**src/rtl/core/lfu_pkg.sv**
```systemverilog
// Shared types and constants for the LFU key/value store.
// Used by lfu_store, lfu_scan and lfu_cache_key_value; no dependencies.
package lfu_pkg;

    localparam int KEY_W      = 32;
    localparam int VALUE_W    = 32;
    localparam int STAMP_W    = 48;
    localparam int LIMIT_W    = 5;
    localparam int APB_DATA_W = 32;
    localparam int APB_ADDR_W = 2;

    localparam logic [LIMIT_W-1:0]        LIMIT_RESET = 5'd16;
    localparam logic signed [VALUE_W-1:0] MISS_VALUE  = -32'sd1;

    localparam logic OP_GET = 1'b0;
    localparam logic OP_PUT = 1'b1;

    typedef struct packed {
        logic                     kind;
        logic signed [KEY_W-1:0]  lookup_key;
        logic signed [VALUE_W-1:0] store_value;
    } lfu_in_t;

    typedef struct packed {
        logic                      hit;
        logic signed [VALUE_W-1:0] read_value;
    } lfu_out_t;

    typedef enum logic [1:0] {
        ST_IDLE,
        ST_SCAN,
        ST_WRITE,
        ST_EMIT
    } lfu_state_t;

    typedef struct packed {
        logic en;
        logic set_key;
        logic set_value;
    } lfu_wr_ctl_t;

    typedef struct packed {
        logic clear;
        logic sample;
    } lfu_scan_ctl_t;

endpackage

```
**src/rtl/core/lfu_store.sv**
```systemverilog
// Entry storage: key, value, use count and stamp memories plus valid bits.
// One write port, one registered read port. Depends on lfu_pkg.
module lfu_store #(
    parameter int ENTRIES  = 16,
    parameter int USE_BITS = 16,
    parameter int IDX_W    = 4
) (
    input  logic                         aclk,
    input  logic                         aresetn,
    input  logic                         rd_en,
    input  logic [IDX_W-1:0]             rd_idx,
    input  lfu_pkg::lfu_wr_ctl_t         wr,
    input  logic [IDX_W-1:0]             wr_idx,
    input  logic [lfu_pkg::KEY_W-1:0]    wr_key,
    input  logic [lfu_pkg::VALUE_W-1:0]  wr_value,
    input  logic [USE_BITS-1:0]          wr_uses,
    input  logic [lfu_pkg::STAMP_W-1:0]  wr_stamp,
    output logic                         rd_valid,
    output logic [lfu_pkg::KEY_W-1:0]    rd_key,
    output logic [lfu_pkg::VALUE_W-1:0]  rd_value,
    output logic [USE_BITS-1:0]          rd_uses,
    output logic [lfu_pkg::STAMP_W-1:0]  rd_stamp
);
    import lfu_pkg::*;

    logic [KEY_W-1:0]    key_mem_reg   [ENTRIES];
    logic [VALUE_W-1:0]  value_mem_reg [ENTRIES];
    logic [USE_BITS-1:0] uses_mem_reg  [ENTRIES];
    logic [STAMP_W-1:0]  stamp_mem_reg [ENTRIES];
    logic [ENTRIES-1:0]  valid_reg;

    logic                rd_valid_reg;
    logic [KEY_W-1:0]    rd_key_reg;
    logic [VALUE_W-1:0]  rd_value_reg;
    logic [USE_BITS-1:0] rd_uses_reg;
    logic [STAMP_W-1:0]  rd_stamp_reg;

    always_ff @(posedge aclk) begin
        if (wr.en) begin
            if (wr.set_key) begin
                key_mem_reg[wr_idx] <= wr_key;
            end
            if (wr.set_value) begin
                value_mem_reg[wr_idx] <= wr_value;
            end
            uses_mem_reg[wr_idx]  <= wr_uses;
            stamp_mem_reg[wr_idx] <= wr_stamp;
        end
        if (rd_en) begin
            rd_key_reg   <= key_mem_reg[rd_idx];
            rd_value_reg <= value_mem_reg[rd_idx];
            rd_uses_reg  <= uses_mem_reg[rd_idx];
            rd_stamp_reg <= stamp_mem_reg[rd_idx];
        end
    end

    always_ff @(posedge aclk) begin
        if (!aresetn) begin
            valid_reg    <= '0;
            rd_valid_reg <= 1'b0;
        end else begin
            if (wr.en && wr.set_key) begin
                valid_reg[wr_idx] <= 1'b1;
            end
            if (rd_en) begin
                rd_valid_reg <= valid_reg[rd_idx];
            end
        end
    end

    assign rd_valid = rd_valid_reg;
    assign rd_key   = rd_key_reg;
    assign rd_value = rd_value_reg;
    assign rd_uses  = rd_uses_reg;
    assign rd_stamp = rd_stamp_reg;

endmodule

```
**src/rtl/core/lfu_scan.sv**
```systemverilog
// Shared compare unit: takes one entry per cycle and tracks the first key
// match, the first free slot and the eviction victim. Depends on lfu_pkg.
module lfu_scan #(
    parameter int USE_BITS = 16,
    parameter int IDX_W    = 4
) (
    input  logic                         aclk,
    input  logic                         aresetn,
    input  lfu_pkg::lfu_scan_ctl_t       ctl,
    input  logic [lfu_pkg::KEY_W-1:0]    key,
    input  logic [IDX_W-1:0]             ent_idx,
    input  logic                         ent_valid,
    input  logic [lfu_pkg::KEY_W-1:0]    ent_key,
    input  logic [lfu_pkg::VALUE_W-1:0]  ent_value,
    input  logic [USE_BITS-1:0]          ent_uses,
    input  logic [lfu_pkg::STAMP_W-1:0]  ent_stamp,
    output logic                         match_found,
    output logic [IDX_W-1:0]             match_idx,
    output logic [lfu_pkg::VALUE_W-1:0]  match_value,
    output logic [USE_BITS-1:0]          match_uses,
    output logic                         free_found,
    output logic [IDX_W-1:0]             free_idx,
    output logic [IDX_W-1:0]             min_idx
);
    import lfu_pkg::*;

    logic                match_found_reg;
    logic [IDX_W-1:0]    match_idx_reg;
    logic [VALUE_W-1:0]  match_value_reg;
    logic [USE_BITS-1:0] match_uses_reg;
    logic                free_found_reg;
    logic [IDX_W-1:0]    free_idx_reg;
    logic                min_found_reg;
    logic [IDX_W-1:0]    min_idx_reg;
    logic [USE_BITS-1:0] min_uses_reg;
    logic [STAMP_W-1:0]  min_stamp_reg;

    logic is_match;
    logic is_free;
    logic is_lower;

    always_comb begin
        is_match = ctl.sample && ent_valid && (ent_key == key) && !match_found_reg;
        is_free  = ctl.sample && !ent_valid && !free_found_reg;
        is_lower = ctl.sample && ent_valid &&
                   (!min_found_reg || (ent_uses < min_uses_reg) ||
                    ((ent_uses == min_uses_reg) && (ent_stamp < min_stamp_reg)));
    end

    always_ff @(posedge aclk) begin
        if (!aresetn) begin
            match_found_reg <= 1'b0;
            free_found_reg  <= 1'b0;
            min_found_reg   <= 1'b0;
        end else if (ctl.clear) begin
            match_found_reg <= 1'b0;
            free_found_reg  <= 1'b0;
            min_found_reg   <= 1'b0;
        end else begin
            if (is_match) begin
                match_found_reg <= 1'b1;
            end
            if (is_free) begin
                free_found_reg <= 1'b1;
            end
            if (is_lower) begin
                min_found_reg <= 1'b1;
            end
        end
    end

    always_ff @(posedge aclk) begin
        if (is_match) begin
            match_idx_reg   <= ent_idx;
            match_value_reg <= ent_value;
            match_uses_reg  <= ent_uses;
        end
        if (is_free) begin
            free_idx_reg <= ent_idx;
        end
        if (is_lower) begin
            min_idx_reg   <= ent_idx;
            min_uses_reg  <= ent_uses;
            min_stamp_reg <= ent_stamp;
        end
    end

    assign match_found = match_found_reg;
    assign match_idx   = match_idx_reg;
    assign match_value = match_value_reg;
    assign match_uses  = match_uses_reg;
    assign free_found  = free_found_reg;
    assign free_idx    = free_idx_reg;
    assign min_idx     = min_idx_reg;

endmodule

```
**src/rtl/core/lfu_cache_key_value.sv**
```systemverilog
// LFU key/value store, top level: APB register, sequencer, output register.
// Depends on lfu_pkg, lfu_store and lfu_scan.
//
// Usage:
//   s_ channel carries get (kind 0) or put (kind 1) items; m_ channel returns
//   one result item per get (hit flag and value, -1 on a miss), none per put.
//   APB register 0 (entry_limit) sets the number of active slots, reset 16;
//   values above ENTRIES act as ENTRIES, zero disables the store.
//
// Sequencing (n = active slots):
//   Each item reads the n active entries through one compare unit, one entry
//   per cycle, then drains the read and compare registers, then passes through
//   the write state. A get result is registered in the emit state, and s_ready
//   returns in that same cycle. One item is in work at a time.
//   A stalled result sits in the output register; the block keeps working
//   on the next item and holds the following result until the slot frees.
//
// Reset: synchronous, active low. Clears the valid map, the access clock,
//   the sequencer and the output register, and sets entry_limit to 16.
module lfu_cache_key_value #(
    parameter int ENTRIES  = 16,
    parameter int USE_BITS = 16
) (
    input  logic                             aclk,
    input  logic                             aresetn,
    input  logic                             psel,
    input  logic                             penable,
    input  logic                             pwrite,
    input  logic [lfu_pkg::APB_ADDR_W-1:0]   paddr,
    input  logic [lfu_pkg::APB_DATA_W-1:0]   pwdata,
    output logic [lfu_pkg::APB_DATA_W-1:0]   prdata,
    output logic                             pready,
    input  logic                             s_valid,
    output logic                             s_ready,
    input  lfu_pkg::lfu_in_t                 s_item,
    output logic                             m_valid,
    input  logic                             m_ready,
    output lfu_pkg::lfu_out_t                m_item
);
    import lfu_pkg::*;

    localparam int IDX_W = (ENTRIES > 1) ? $clog2(ENTRIES) : 1;
    localparam int CNT_W = $clog2(ENTRIES + 1);
    localparam int CMP_W = (CNT_W > LIMIT_W) ? CNT_W : LIMIT_W;

    lfu_state_t          state_reg, state_next;
    logic [LIMIT_W-1:0]  limit_reg;
    lfu_in_t             item_reg;
    logic [CNT_W-1:0]    active_reg, active_next;
    logic [CNT_W-1:0]    rd_cnt_reg;
    logic                sample_reg;
    logic [IDX_W-1:0]    sample_idx_reg;
    logic [STAMP_W-1:0]  clock_reg;
    logic                m_valid_reg;
    lfu_out_t            m_item_reg;

    logic                accept;
    logic                rd_en;
    logic [IDX_W-1:0]    rd_idx;
    logic                out_free;
    logic [CMP_W-1:0]    limit_ext;

    lfu_wr_ctl_t         wr;
    lfu_scan_ctl_t       scan_ctl;
    logic [IDX_W-1:0]    wr_idx;
    logic [USE_BITS-1:0] wr_uses;
    logic                do_insert;
    logic                emit_load;

    logic                ent_valid;
    logic [KEY_W-1:0]    ent_key;
    logic [VALUE_W-1:0]  ent_value;
    logic [USE_BITS-1:0] ent_uses;
    logic [STAMP_W-1:0]  ent_stamp;

    logic                match_found;
    logic [IDX_W-1:0]    match_idx;
    logic [VALUE_W-1:0]  match_value;
    logic [USE_BITS-1:0] match_uses;
    logic                free_found;
    logic [IDX_W-1:0]    free_idx;
    logic [IDX_W-1:0]    min_idx;

    // configuration port
    assign pready = 1'b1;
    assign prdata = APB_DATA_W'(limit_reg);

    always_ff @(posedge aclk) begin
        if (!aresetn) begin
            limit_reg <= LIMIT_RESET;
        end else if (psel && penable && pwrite && pready) begin
            limit_reg <= pwdata[LIMIT_W-1:0];
        end
    end

    always_comb begin
        limit_ext   = CMP_W'(limit_reg);
        active_next = (limit_ext > CMP_W'(ENTRIES)) ? CNT_W'(ENTRIES) : CNT_W'(limit_ext);
    end

    assign s_ready  = (state_reg == ST_IDLE);
    assign accept   = s_valid && s_ready;
    assign out_free = !m_valid_reg || m_ready;
    assign rd_en    = (state_reg == ST_SCAN) && (rd_cnt_reg < active_reg);
    assign rd_idx   = rd_cnt_reg[IDX_W-1:0];

    // next state
    always_comb begin
        state_next = state_reg;
        unique case (state_reg)
            ST_IDLE: begin
                if (accept) begin
                    state_next = ST_SCAN;
                end
            end
            ST_SCAN: begin
                if (!rd_en && !sample_reg) begin
                    state_next = ST_WRITE;
                end
            end
            ST_WRITE: begin
                state_next = (item_reg.kind == OP_GET) ? ST_EMIT : ST_IDLE;
            end
            ST_EMIT: begin
                if (out_free) begin
                    state_next = ST_IDLE;
                end
            end
            default: state_next = ST_IDLE;
        endcase
    end

    // outputs of the sequencer
    always_comb begin
        scan_ctl.clear  = accept;
        scan_ctl.sample = sample_reg;
        do_insert       = (item_reg.kind == OP_PUT) && (active_reg != '0) && !match_found;
        wr              = '0;
        emit_load       = 1'b0;
        unique case (state_reg)
            ST_WRITE: begin
                wr.en        = match_found || do_insert;
                wr.set_key   = do_insert;
                wr.set_value = (item_reg.kind == OP_PUT) && (active_reg != '0);
            end
            ST_EMIT: begin
                emit_load = out_free;
            end
            default: begin
                wr = '0;
            end
        endcase
        if (match_found) begin
            wr_idx = match_idx;
        end else if (free_found) begin
            wr_idx = free_idx;
        end else begin
            wr_idx = min_idx;
        end
        if (do_insert) begin
            wr_uses = USE_BITS'(1);
        end else if (&match_uses) begin
            wr_uses = match_uses;
        end else begin
            wr_uses = match_uses + USE_BITS'(1);
        end
    end

    always_ff @(posedge aclk) begin
        if (!aresetn) begin
            state_reg   <= ST_IDLE;
            rd_cnt_reg  <= '0;
            sample_reg  <= 1'b0;
            clock_reg   <= '0;
            m_valid_reg <= 1'b0;
            active_reg  <= '0;
        end else begin
            state_reg  <= state_next;
            sample_reg <= rd_en;
            if (accept) begin
                rd_cnt_reg <= '0;
                active_reg <= active_next;
            end else if (rd_en) begin
                rd_cnt_reg <= rd_cnt_reg + CNT_W'(1);
            end
            if (wr.en) begin
                clock_reg <= clock_reg + STAMP_W'(1);
            end
            if (emit_load) begin
                m_valid_reg <= 1'b1;
            end else if (m_ready) begin
                m_valid_reg <= 1'b0;
            end
        end
    end

    always_ff @(posedge aclk) begin
        if (accept) begin
            item_reg <= s_item;
        end
        if (rd_en) begin
            sample_idx_reg <= rd_idx;
        end
        if (emit_load) begin
            m_item_reg.hit        <= match_found;
            m_item_reg.read_value <= match_found ? match_value : MISS_VALUE;
        end
    end

    assign m_valid = m_valid_reg;
    assign m_item  = m_item_reg;

    lfu_store #(
        .ENTRIES  (ENTRIES),
        .USE_BITS (USE_BITS),
        .IDX_W    (IDX_W)
    ) u_store (
        .aclk     (aclk),
        .aresetn  (aresetn),
        .rd_en    (rd_en),
        .rd_idx   (rd_idx),
        .wr       (wr),
        .wr_idx   (wr_idx),
        .wr_key   (item_reg.lookup_key),
        .wr_value (item_reg.store_value),
        .wr_uses  (wr_uses),
        .wr_stamp (clock_reg),
        .rd_valid (ent_valid),
        .rd_key   (ent_key),
        .rd_value (ent_value),
        .rd_uses  (ent_uses),
        .rd_stamp (ent_stamp)
    );

    lfu_scan #(
        .USE_BITS (USE_BITS),
        .IDX_W    (IDX_W)
    ) u_scan (
        .aclk        (aclk),
        .aresetn     (aresetn),
        .ctl         (scan_ctl),
        .key         (item_reg.lookup_key),
        .ent_idx     (sample_idx_reg),
        .ent_valid   (ent_valid),
        .ent_key     (ent_key),
        .ent_value   (ent_value),
        .ent_uses    (ent_uses),
        .ent_stamp   (ent_stamp),
        .match_found (match_found),
        .match_idx   (match_idx),
        .match_value (match_value),
        .match_uses  (match_uses),
        .free_found  (free_found),
        .free_idx    (free_idx),
        .min_idx     (min_idx)
    );

`ifndef SYNTHESIS
    a_result_from_emit: assert property (@(posedge aclk) disable iff (!aresetn)
        $rose(m_valid_reg) |-> $past(state_reg) == ST_EMIT)
        else $error("result item loaded outside emit state");

    a_clock_on_write: assert property (@(posedge aclk) disable iff (!aresetn)
        (clock_reg != $past(clock_reg)) |-> $past(state_reg) == ST_WRITE)
        else $error("access clock moved outside write cycle");

    a_scan_in_range: assert property (@(posedge aclk) disable iff (!aresetn)
        (state_reg == ST_SCAN) |-> (rd_cnt_reg <= active_reg))
        else $error("scan counter past active slots");
`endif

endmodule

```
**config.mk**
```make
export PLATFORM = sky130hd
export DESIGN_NAME = lfu_cache_key_value
export DESIGN_NICKNAME = d
export VERILOG_FILES = /design/src/rtl/core/lfu_pkg.sv /design/src/rtl/core/lfu_store.sv /design/src/rtl/core/lfu_scan.sv /design/src/rtl/core/lfu_cache_key_value.sv
export SDC_FILE = /design/constraint.sdc
export NUM_CORES = 2
export LEC_CHECK = 0
export BUFFER_PORTS_ARGS = -buffer_cell sky130_fd_sc_hd__buf_2
export CAP_MARGIN = 10
export CORE_UTILIZATION = 45
export CTS_CLUSTER_DIAMETER = 100
export DETAILED_ROUTE_END_ITERATION = 10
export GPL_ROUTABILITY_DRIVEN = 0
export MAX_ROUTING_LAYER = met4
export SLEW_MARGIN = 10
export SYNTH_ARGS = -nofsm -noshare
export SYNTH_HDL_FRONTEND = slang
export SYNTH_HIERARCHICAL = 1
export SYNTH_SLANG_ARGS = --single-unit
```
**constraint.sdc**
```tcl
create_clock -name aclk -period 7.85 [get_ports aclk]
set_input_delay 0.3925 -clock aclk [delete_from_list [all_inputs] [get_ports aclk]]
set_output_delay 0.3925 -clock aclk [all_outputs]
set_load 0.01 [all_outputs]
```
==> flow_summary_export.csv <==
group,metric,value,unit
outcome,status,"finished clean",
critical_path,crit_type,"reg -> reg",
finish,drive_gt1_frac,0.2517,
logic_synthesis,ys_ff_latch,2489,
run,cap_violations,0,
timing,tightestPinTransition,1159,ps
logic_synthesis,yosysSeqAreaShare,0.7780,
critical_path,required,8360,ps
logic_synthesis,synthFlopType,"edfxtp_1",
global_routing,grtUsageTotal,0.2043,
timing,final_max_slew_viol_count,0,
finish,largest_register_ffs,768,
placement,dp_hpwl,102800,µm
logic_synthesis,yosysUniqueCellTypes,57,
route,wl,207800,µm
critical_path,start_kind,"flop",
clock_tree,h-tree-depth,4,
die,die_w,461.4,µm
finish,layout_common_cells,"edfxtp_1, mux4_2, clkbuf_16",
timing,fin_crit,4796,ps
finish,nFillCells,16410,
clock_tree,cts.sinks,2489,
placement,dpl-instance-area,99080,µm²
route,routedWlPerCell,27.09,µm
clock_tree,cts_tree,"yes",
route,drtPass1Iterations,5,
logic_synthesis,avgSynthCellArea,22.03,µm²
placement,place_inst,7144,
route,vias_per_cell,5.709,
finish,nets,4830,
critical_path,reg2reg_depth,9,
die,num_rows,168,
timing,max_freq,0.2085,GHz
global_routing,overflow,0,
die,dieArea,212800,µm²
critical_path,end_kind,"flop",
global_routing,grt_max_degree,132,
power,ir_drop,0.2558,mV
finish,syn_to_final_growth,13.26,%
clock_tree,cts_inserted_buffers,237,
timing,fin_skew,47.31,ps
critical_path,critPathArrivalTime,5300,ps
power,leakage,32.88,nW
global_routing,grt_pass1_wl,305400,µm
die,io_pins,174,
critical_path,worst-path-max-fanout,40,
timing,fin_crit_sh,0.6110,
logic_synthesis,syn_area,94950,µm²
worst_hold_path,holdPathStages,4,
logic_synthesis,synth_warnings,6,
timing,tns,0,ps
logic_synthesis,netlist_instances,4310,
die,initial_utilization,0.4531,
clock_tree,clk_latency,890,ps
route,drc,0,
finish,fin_cells,7670,
timing,relSlewSlack,0.2205,
route,drtAntennaViolNets,0,
timing,rsz0062_at_grt,"no",
finish,final_common_cell,"edfxtp_1",
logic_synthesis,synth-edff-count,2402,
die,core,209600,µm²
worst_hold_path,hp-class,"in -> reg",
global_routing,antenna_found_initial,3,
clock_tree,root_buffer,"clkbuf_16",
route,dr_total_vias,43790,
clock_tree,clk_pin_slew,60,ps
finish,stdcell_area,107500,µm²
clock_tree,cts_hold_buf,76,
power,powerDensity,247.4,nW/µm²
clock_tree,max-clock-path-buffers,3,
placement,portBuffers,116,
logic_synthesis,async_flop_share,0,
die,fp.dieH,461.4,µm
timing,final_hold_viol_count,0,
route,drt-initial-drc-count,4249,
global_routing,grt_pass1_vias,44930,
timing,finalSetupViolations,0,
clock_tree,cts_resized,0,
clock_tree,cts_setup_buffers,0,
-- final cells by class --
cell class | instances | area (µm²) | area share
clock inverter | 153 | 1451 | 0.01350
sequential | 2489 | 73890 | 0.6870
antenna | 3 | 7.507 | 0.00006980
timing repair buffer | 301 | 2247 | 0.02089
clock buffer | 294 | 6246 | 0.05808
multi-input combinational | 1545 | 19890 | 0.1849
tap | 2805 | 3510 | 0.03263
inverter | 80 | 310.3 | 0.002885
-- Yosys cell counts (all sizes together), types with 20 or more instances --
master  number  area (µm²)
a211oi      66       508.0
a21oi      109       545.5
and2        38       237.7
buf        128       828.3
clkbuf      94       352.8
dfxtp       87        1742
edfxtp    2402       72130
ha          70       875.8
inv         80       300.3
mux2i       80       800.8
mux4       581       13090
nand2       52       195.2
nand2b      43       269.0
nand3       40       200.2
nand4       48       319.1
nor2        71       266.5
nor2b       71       444.2
nor3        20       100.1
o21a        21       157.7
o21ai       23       115.1
xnor2       33       289.0
xor2        28       245.2
-- worst paths after layout --
kind,slack (ps),to,from
worst min-delay path,80,limit_ext[1],penable
worst min register to register,420,u_scan/match_value[12],u_store/rd_value[12]
worst max register to register,3050,u_scan/min_stamp_reg[27],u_store/rd_stamp[1]
worst max-delay path,3050,u_scan/min_stamp_reg[27],u_store/rd_stamp[1]
-- routing by layer --
metal	GRT usage	up-vias	wire, µm
met5	-	-	0
met4	0.05405	0	4573
met3	0.02921	249	10060
met2	0.3184	1139	100700
met1	0.2840	23800	92470
li1	-	18600	-
-- report_power, final --
part,total [mW],switching (mW),internal [mW]
Sequential,14.8,0.172,14.7
Combinational,0.534,0.298,0.236
Clock,11.2,4.91,6.34
Total,26.6,5.38,21.2
-- worst max-delay path: stages, from the launching register on --
cell and delay (ps):
edfxtp_1 400, ha_1 300, a2111oi_0 820, o31ai_1 300, buf_4 250, a2111oi_2 270
o21ai_0 360, buf_4 290, o41ai_4 640, buf_4 660
-- cells by family (layout without fill, tap and decap cells) --
kind of cell / after synthesis / count (layout) / share of synthesized area
and+or+nand+nor: 453 / 453 / 0.02675
other: 2 / 31 / 0.00007909
DFF: 2489 / 2489 / 0.7780
AOI/OAI and AO/OA: 271 / 271 / 0.01840
muxes: 662 / 662 / 0.1464
adders and majority gates: 70 / 70 / 0.009224
buffers and inverters: 302 / 828 / 0.01560
xor gates and xnor gates: 61 / 61 / 0.005627
-- metrics by stage --
stage          power (mW)    util  hold WS [ps]  setup slack, ps
6_report            26.61  0.5132         83.93             3054
5_1_grt             27.40  0.5132         90.80             2872
4_1_cts             26.85  0.5131         3.305             2974
3_5_place_dp        15.63  0.4728         404.5             3022
3_3_place_gp        15.61  0.4728         402.3             3037
2_1_floorplan       15.41       -         400.3            287.2
Power figures use the tool's default switching activity.
